$ cat config.mk
export PLATFORM = sky130hd
export DESIGN_NAME = bfsp_ctrl
export DESIGN_NICKNAME = d
export VERILOG_FILES = /design/src/rtl/core/bfsp_pkg.sv /design/src/rtl/core/bfsp_ctrl.sv
export SDC_FILE = /design/constraint.sdc
export NUM_CORES = 1
export LEC_CHECK = 0
export BUFFER_PORTS_ARGS = -buffer_cell sky130_fd_sc_hd__buf_2
export CAP_MARGIN = 20
export CORE_MARGIN = 2
export CORE_UTILIZATION = 45
export CTS_BUF_LIST = sky130_fd_sc_hd__clkbuf_2
export DETAILED_ROUTE_END_ITERATION = 16
export PLACE_DENSITY = 0.69
export SYNTH_ARGS = -nofsm -noshare
export SYNTH_HDL_FRONTEND = slang
export SYNTH_SLANG_ARGS = --single-unit
export TNS_END_PERCENT = 5
$ cat constraint.sdc
create_clock -name clk -period 4.1 [get_ports clk]
set_input_delay 1.025 -clock clk [delete_from_list [all_inputs] [get_ports clk]]
set_output_delay 1.025 -clock clk [all_outputs]
set_load 0.1 [all_outputs]
$ cat src/rtl/core/bfsp_pkg.sv
// ----------------------------------------------------------------------------
// bfsp_pkg
// Shared types, constants and helpers for the shortest path engine.
// ----------------------------------------------------------------------------
package bfsp_pkg;

	localparam int MAX_NODES   = 64;
	localparam int MAX_EDGES   = 256;
	localparam int WEIGHT_BITS = 16;

	localparam int MODE_W   = 2;
	localparam int FIELD_NW = 6;
	localparam int IN_WT_W  = 16;
	localparam int CFG_W    = 7;
	localparam int DIST_W   = 32;

	localparam int NODE_W  = (MAX_NODES > 1) ? $clog2(MAX_NODES) : 1;
	localparam int EDGE_AW = (MAX_EDGES > 1) ? $clog2(MAX_EDGES) : 1;

	localparam logic signed [DIST_W-1:0] INT_MAX = {1'b0, {(DIST_W-1){1'b1}}};
	localparam logic signed [DIST_W-1:0] INT_MIN = {1'b1, {(DIST_W-1){1'b0}}};

	typedef enum logic [MODE_W-1:0] {
		MODE_ADD   = 2'd0,
		MODE_RUN   = 2'd1,
		MODE_CLEAR = 2'd2
	} mode_t;

	typedef enum logic [3:0] {
		ST_IDLE,
		ST_INIT,
		ST_EDGE_RD,
		ST_EDGE_DEC,
		ST_SUM,
		ST_UPD,
		ST_OUT_RD,
		ST_OUT_LD,
		ST_OUT_WAIT,
		ST_NEG
	} state_t;

	typedef struct packed {
		logic [WEIGHT_BITS-1:0] weight;
		logic [FIELD_NW-1:0]    head;
		logic [FIELD_NW-1:0]    tail;
	} edge_t;

	typedef struct packed {
		logic               we;
		logic [EDGE_AW-1:0] waddr;
		edge_t              wdata;
		logic               re;
		logic [EDGE_AW-1:0] raddr;
	} edge_req_t;

	typedef struct packed {
		logic              we;
		logic [NODE_W-1:0] waddr;
		logic [DIST_W-1:0] wdata;
		logic              re;
		logic [NODE_W-1:0] raddr_a;
		logic [NODE_W-1:0] raddr_b;
	} dist_req_t;

	function automatic logic signed [DIST_W-1:0] sat_add(
		input logic signed [DIST_W-1:0] a,
		input logic signed [DIST_W-1:0] b
	);
		logic signed [DIST_W:0] s;
		s = {a[DIST_W-1], a} + {b[DIST_W-1], b};
		if (s[DIST_W] != s[DIST_W-1]) begin
			return s[DIST_W] ? INT_MIN : INT_MAX;
		end
		return s[DIST_W-1:0];
	endfunction

endpackage

$ cat src/rtl/core/bfsp_ctrl.sv
// ----------------------------------------------------------------------------
// bfsp_ctrl
// Sequencer: loads edges, runs relaxation passes over the edge store with
// read-modify-write of the distance store, and returns the results.
// ----------------------------------------------------------------------------
module bfsp_ctrl (
	input  logic                          clk,
	input  logic                          arst_n,
	input  logic                          cfg_we,
	input  logic [bfsp_pkg::CFG_W-1:0]    cfg_wdata,
	input  logic                          in_valid,
	output logic                          in_ready,
	input  logic [bfsp_pkg::MODE_W-1:0]   in_mode,
	input  logic [bfsp_pkg::FIELD_NW-1:0] in_from,
	input  logic [bfsp_pkg::FIELD_NW-1:0] in_to,
	input  logic [bfsp_pkg::IN_WT_W-1:0]  in_weight,
	output logic                          out_valid,
	input  logic                          out_ready,
	output logic [bfsp_pkg::FIELD_NW-1:0] out_vertex,
	output logic [bfsp_pkg::DIST_W-1:0]   out_distance,
	output logic                          out_reachable,
	output logic                          out_neg,
	output logic                          out_last,
	output bfsp_pkg::edge_req_t           edge_req,
	input  bfsp_pkg::edge_t               edge_rdata,
	output bfsp_pkg::dist_req_t           dist_req,
	input  logic [bfsp_pkg::DIST_W-1:0]   dist_rdata_a,
	input  logic [bfsp_pkg::DIST_W-1:0]   dist_rdata_b
);
	import bfsp_pkg::*;

	state_t state_q, state_d;

	logic [CFG_W-1:0]     n_q;
	logic [EDGE_AW:0]     edge_total_q;
	logic [MAX_NODES-1:0] reach_q;
	logic [CFG_W-1:0]     pass_q;
	logic                 changed_q;
	logic [EDGE_AW-1:0]   eidx_q;
	logic [NODE_W-1:0]    out_idx_q;
	logic                 out_valid_q;

	logic [FIELD_NW-1:0]     src_q;
	logic [FIELD_NW-1:0]     head_q;
	logic [WEIGHT_BITS-1:0]  weight_q;
	logic                    skip_q;
	logic signed [DIST_W-1:0] sum_q;

	logic [CFG_W-1:0] cfg_eff;
	logic             accept;
	logic             check_pass;
	logic             last_edge;
	logic             relax;
	logic             src_ok;
	logic             out_is_last;
	logic             dec_skip;
	logic [EDGE_AW:0] eidx_inc;

	always_comb begin
		if (cfg_wdata == '0) begin
			cfg_eff = CFG_W'(1);
		end else if (cfg_wdata > CFG_W'(MAX_NODES)) begin
			cfg_eff = CFG_W'(MAX_NODES);
		end else begin
			cfg_eff = cfg_wdata;
		end
	end

	assign in_ready    = (state_q == ST_IDLE);
	assign accept      = in_valid && in_ready;
	assign check_pass  = (pass_q == n_q);
	assign eidx_inc    = {1'b0, eidx_q} + (EDGE_AW+1)'(1);
	assign last_edge   = (eidx_inc == edge_total_q);
	assign src_ok      = (CFG_W'(src_q) < n_q);
	assign out_is_last = ((CFG_W'(out_idx_q) + CFG_W'(1)) == n_q);
	assign relax       = !skip_q && (!reach_q[head_q[NODE_W-1:0]] ||
		(sum_q < $signed(dist_rdata_b)));
	assign dec_skip    = (CFG_W'(edge_rdata.tail) >= n_q) || (CFG_W'(edge_rdata.head) >= n_q) ||
		!reach_q[edge_rdata.tail[NODE_W-1:0]];

	always_comb begin
		state_d = state_q;
		unique case (state_q)
			ST_IDLE: begin
				if (accept && (in_mode == MODE_RUN)) begin
					state_d = ST_INIT;
				end
			end
			ST_INIT: begin
				state_d = (edge_total_q == '0) ? ST_OUT_RD : ST_EDGE_RD;
			end
			ST_EDGE_RD:  state_d = ST_EDGE_DEC;
			ST_EDGE_DEC: state_d = ST_SUM;
			ST_SUM:      state_d = ST_UPD;
			ST_UPD: begin
				if (relax && check_pass) begin
					state_d = ST_NEG;
				end else if (last_edge && (check_pass || !(changed_q || relax))) begin
					state_d = ST_OUT_RD;
				end else begin
					state_d = ST_EDGE_DEC;
				end
			end
			ST_OUT_RD: state_d = ST_OUT_LD;
			ST_OUT_LD: state_d = ST_OUT_WAIT;
			ST_NEG:    state_d = ST_OUT_WAIT;
			ST_OUT_WAIT: begin
				if (out_ready) begin
					state_d = out_last ? ST_IDLE : ST_OUT_RD;
				end
			end
			default: state_d = ST_IDLE;
		endcase
	end

	always_comb begin
		edge_req       = '0;
		dist_req       = '0;
		edge_req.waddr = edge_total_q[EDGE_AW-1:0];
		edge_req.wdata = '{weight: WEIGHT_BITS'(in_weight), head: in_to, tail: in_from};
		edge_req.we    = accept && (in_mode == MODE_ADD) &&
			(edge_total_q < (EDGE_AW+1)'(MAX_EDGES));
		unique case (state_q)
			ST_INIT: begin
				dist_req.we    = src_ok;
				dist_req.waddr = src_q[NODE_W-1:0];
				dist_req.wdata = '0;
			end
			ST_EDGE_RD: begin
				edge_req.re    = 1'b1;
				edge_req.raddr = eidx_q;
			end
			ST_EDGE_DEC: begin
				dist_req.re      = 1'b1;
				dist_req.raddr_a = edge_rdata.tail[NODE_W-1:0];
				dist_req.raddr_b = edge_rdata.head[NODE_W-1:0];
			end
			ST_UPD: begin
				dist_req.we    = relax && !check_pass;
				dist_req.waddr = head_q[NODE_W-1:0];
				dist_req.wdata = sum_q;
				edge_req.re    = 1'b1;
				edge_req.raddr = last_edge ? '0 : eidx_inc[EDGE_AW-1:0];
			end
			ST_OUT_RD: begin
				dist_req.re      = 1'b1;
				dist_req.raddr_a = out_idx_q;
				dist_req.raddr_b = out_idx_q;
			end
			default: begin
			end
		endcase
	end

	always_ff @(posedge clk or negedge arst_n) begin
		if (!arst_n) begin
			state_q      <= ST_IDLE;
			n_q          <= CFG_W'(MAX_NODES);
			edge_total_q <= '0;
			reach_q      <= '0;
			pass_q       <= '0;
			changed_q    <= 1'b0;
			eidx_q       <= '0;
			out_idx_q    <= '0;
			out_valid_q  <= 1'b0;
		end else begin
			state_q <= state_d;
			if (cfg_we) begin
				n_q <= cfg_eff;
			end
			if (accept) begin
				unique case (in_mode)
					MODE_ADD: begin
						if (edge_req.we) begin
							edge_total_q <= edge_total_q + (EDGE_AW+1)'(1);
						end
					end
					MODE_CLEAR: edge_total_q <= '0;
					default: begin
					end
				endcase
			end
			unique case (state_q)
				ST_INIT: begin
					reach_q   <= src_ok ? (MAX_NODES'(1) << src_q[NODE_W-1:0]) : '0;
					pass_q    <= '0;
					changed_q <= 1'b0;
					eidx_q    <= '0;
					out_idx_q <= '0;
				end
				ST_UPD: begin
					if (relax && !check_pass) begin
						reach_q[head_q[NODE_W-1:0]] <= 1'b1;
					end
					if (last_edge) begin
						eidx_q    <= '0;
						pass_q    <= pass_q + CFG_W'(1);
						changed_q <= 1'b0;
					end else begin
						eidx_q <= eidx_inc[EDGE_AW-1:0];
						if (relax && !check_pass) begin
							changed_q <= 1'b1;
						end
					end
				end
				ST_OUT_LD, ST_NEG: out_valid_q <= 1'b1;
				ST_OUT_WAIT: begin
					if (out_ready) begin
						out_valid_q <= 1'b0;
						out_idx_q   <= out_idx_q + NODE_W'(1);
					end
				end
				default: begin
				end
			endcase
		end
	end

	always_ff @(posedge clk) begin
		unique case (state_q)
			ST_IDLE: begin
				if (accept) begin
					src_q <= in_from;
				end
			end
			ST_EDGE_DEC: begin
				head_q   <= edge_rdata.head;
				weight_q <= edge_rdata.weight;
				skip_q   <= dec_skip;
			end
			ST_SUM: begin
				sum_q <= sat_add($signed(dist_rdata_a), DIST_W'($signed(weight_q)));
			end
			ST_OUT_LD: begin
				out_vertex    <= FIELD_NW'(out_idx_q);
				out_reachable <= reach_q[out_idx_q];
				out_distance  <= reach_q[out_idx_q] ? dist_rdata_a : '0;
				out_neg       <= 1'b0;
				out_last      <= out_is_last;
			end
			ST_NEG: begin
				out_vertex    <= '0;
				out_reachable <= 1'b0;
				out_distance  <= '0;
				out_neg       <= 1'b1;
				out_last      <= 1'b1;
			end
			default: begin
			end
		endcase
	end

	assign out_valid = out_valid_q;

endmodule

==> flow_summary.toml <==
[pwr]
switching_share = 0.4960
irDropWorstVdd_mv = 0.3264
combPwrFrac = 0.519
p_leak_nw = 7.706
clkPwrFrac = 0.176
p_int_mw = 4.715
seq_power_share = 0.306
total_power_mw = 9.354
power_density_nw_per_um2 = 528.7
power_switching_mw = 4.640

[critical_path]
critical_path.cell_chain = "buf_6 -> buf_12 -> buf_4 -> nor2_1 -> a221o_1 -> a22oi_1 -> o22ai_1 -> nor4_2 -> buf_4 -> a211oi_4 -> or3_4 -> o21ai_4 -> buf_12"
cp_max_fo = 12
r2r-start = "weight_q[15]"
critPathMaxStageDelay_ns = 0.37
cp_num_buf_inv = 5
reg2regPathDepth = 12
crit_slowest_cell = "a221o_1"
end_kind = "output pin"
cp_top_family = "buffers and inverters"
arrival_ns = 3.85
r2r-end = "sum_q[10]"
regToRegSetupSlack_ns = 0.68
required_ns = 3.07
critPathKind = "register to output pin"
critPathLaunchType = "register"

[sta]
slew_violations = 0
finalHoldWorstSlack_ns = 0.1635
worstMarginPinSlew_ns = 0.9637
slew-limit-headroom = 0.3552
final.setup.worst_slack_ns = -0.7735
rsz0062_at_grt = "true"
min_period_over_period = 1.189
fmax_mhz = 205.2
setup-violations-final = 9
finalHoldViolCount = 0
fin_crit_ns = 4.874
fin_skew_ns = 0.06049

[synth]
avgSynthCellArea_um2 = 9.985
synth-adder-area-share = 0.07578
async_flop_share = 0.5120
synth_most_common_cell = "dfrtp_1"
synth_common_cells = "106 x dfrtp_1, 102 x edfxtp_1, 102 x o21ai_0, 93 x nor2_1, 89 x nand2_1"
synth-simple-area-share = 0.1449
synth_warnings = 0
syn_inst = 1498
synth_top_area_frac = 0.2048
synth_edf_count = 102
synthTopCellsByArea = "edfxtp_1 20%, dfrtp_1 18%, ha_1 7.1%"
synth_mux_area_frac = 0.08574
ys_types = 80
synth_ff_type = "dfrtp_1"
ys_seq_elements = 209
synth_nets = 1718
syn_area_um2 = 14960
synth_top_family_by_area = "compound AO/OA/AOI/OAI gates"
yosys.area.top_type = "edfxtp_1"
synthXorXnorAreaFrac = 0.03781
yosysSeqAreaShare = 0.3839
synth_compound_area_frac = 0.2110

[grt]
first_global_vias = 13050
grt-ovfl-total = 0
antenna_found_initial = 2
grtUsageTotal = 0.2764
grt_start_max_net_pins = 65
grt_pass1_wl_um = 75500

[status]
violations = "setup timing"
status = "finished, violations left"

[detailed_routing]
wl_per_cell_um = 21.98
wl_um = 48870
drt_iter0_drc = 1431
route.detailed.drc = 0
drt-vias-per-instance = 6.081
vias = 13520
ant_nets = 0
dr.pass1.iters = 7

[clock_tree]
cts_buffers = 57
htree_levels = 2
path_clk_slew_ns = 0.12
cts_root_buf = "clkbuf_2"
clkSinkCount = 209
insertion_delay_ns = 1.04
cts.path.max_buffers = 3
cts_tree = "done"

[job]
drv_cap = 0

[die]
rows = 66
coreArea_um2 = 32620
die_w_um = 186.3
die_h_um = 186.3
io_pins = 275
start_util = 0.4586
die_area_um2 = 34720

[cells_and_area]
layout-drive-gt1-share = 0.2837
syn_to_final_growth_pct = 18.28
nFillCells = 2898
finalInstanceArea_um2 = 17690
nNetsFinal = 1951

[worst_hold_path]
holdPathEnd = "weight_q[12]"
min_path_type = "input port to register"
min_from = "edge_rdata[24]"
hold_depth = 1

[place]
post_dp_cell_area_um2 = 16680
portBuffers = 230
dp_hpwl_um = 34260
place_ws_ns = -0.5871
place.gp.congestion = 0.9423
area by class of cell:
class,instances,area [um^2],share of cell area
inverter,58,217.7,0.01231
clock inverter,18,108.9,0.006153
antenna,1,2.502,0.0001414
tap,442,553.0,0.03126
sequential,209,5748,0.3249
timing repair buffer,302,2091,0.1182
clock buffer,90,450.4,0.02546
multi-input combinational,1103,8521,0.4816
cell usage in the layout (no fill, tap or decap), types with 57 or more instances in the layout:
cell type	count
nand2_1	88
inv_1	57
edfxtp_1	102
and2_1	66
o21a_1	74
clkbuf_2	91
nor2_1	91
buf_4	79
dfrtp_1	101
buf_2	176
o21ai_0	92
a21oi_1	87
ha_1	84
flip-flops by register name (all words and copies together) (netlist names):
signal	flops
reach_q	64
out_distance	32
sum_q	32
weight_q	16
edge_total_q	9
eidx_q	8
n_q	7
pass_q	7
head_q	6
out_idx_q	6
out_vertex	6
src_q	6
state_q	4
changed_q	1
out_last	1
out_neg	1
out_reachable	1
out_valid	1
skip_q	1
per-stage QoR:
step | utilization | instances | TNS (ns)
after floorplan | - | 1498 | -1.318
after global placement | 0.5107 | 2105 | -0.5499
after detailed placement | 0.5113 | 2106 | -0.5871
after CTS | 0.5379 | 2220 | -4.836
after global routing | 0.5424 | 2223 | -6.327
final | 0.5424 | 2223 | -4.759
kinds of logic after synthesis:
kind of cell    Yosys count
fa+ha+maj                91
buf+inv                 187
mux                      63
xor+xnor                 63
simple gates            419
compound gates          466
flops                   209
layer usage:
layer | part of all wire | vias up | global-route usage
met5 | 0.00027 | - | 0
met4 | 0.043 | 2 | 0.1194
met3 | 0.086 | 177 | 0.05529
met2 | 0.46 | 794 | 0.4351
met1 | 0.41 | 6449 | 0.3718
li1 | - | 6096 | -
how the worst max path moves through the flow:
stage	startpoint	to	slack [ns]	cells after the start
after global placement	dist_rdata_b[13]	dist_req[51]	-0.55	14
final	head_q[0]	dist_req[51]	-0.77	13
after floorplan	eidx_q[4]	edge_req[5]	-0.22	10
after global routing	head_q[0]	dist_req[51]	-0.97	12
after detailed placement	dist_rdata_b[13]	dist_req[51]	-0.59	14
after CTS	head_q[0]	dist_req[51]	-0.85	11
power groups by stage:
stage               Combinational [mW]  Clock [mW]  Sequential (mW)
finish                            4.85        1.64             2.86
global route                      5.15        1.80             2.88
CTS                               4.72        1.69             2.85
detailed placement                4.54           0             2.88
global placement                  4.48           0             2.88
floorplan                         3.34           0             2.97
timing repair:
item,in CTS,in global routing
hold endpoints to repair,43,0
hold buffers,1,0
gates resized for setup,94,34
pin swaps,13,7
cloned,1,0
setup buffers,5,1
setup endpoints to repair,62,53
Power figures use the tool's default switching activity.
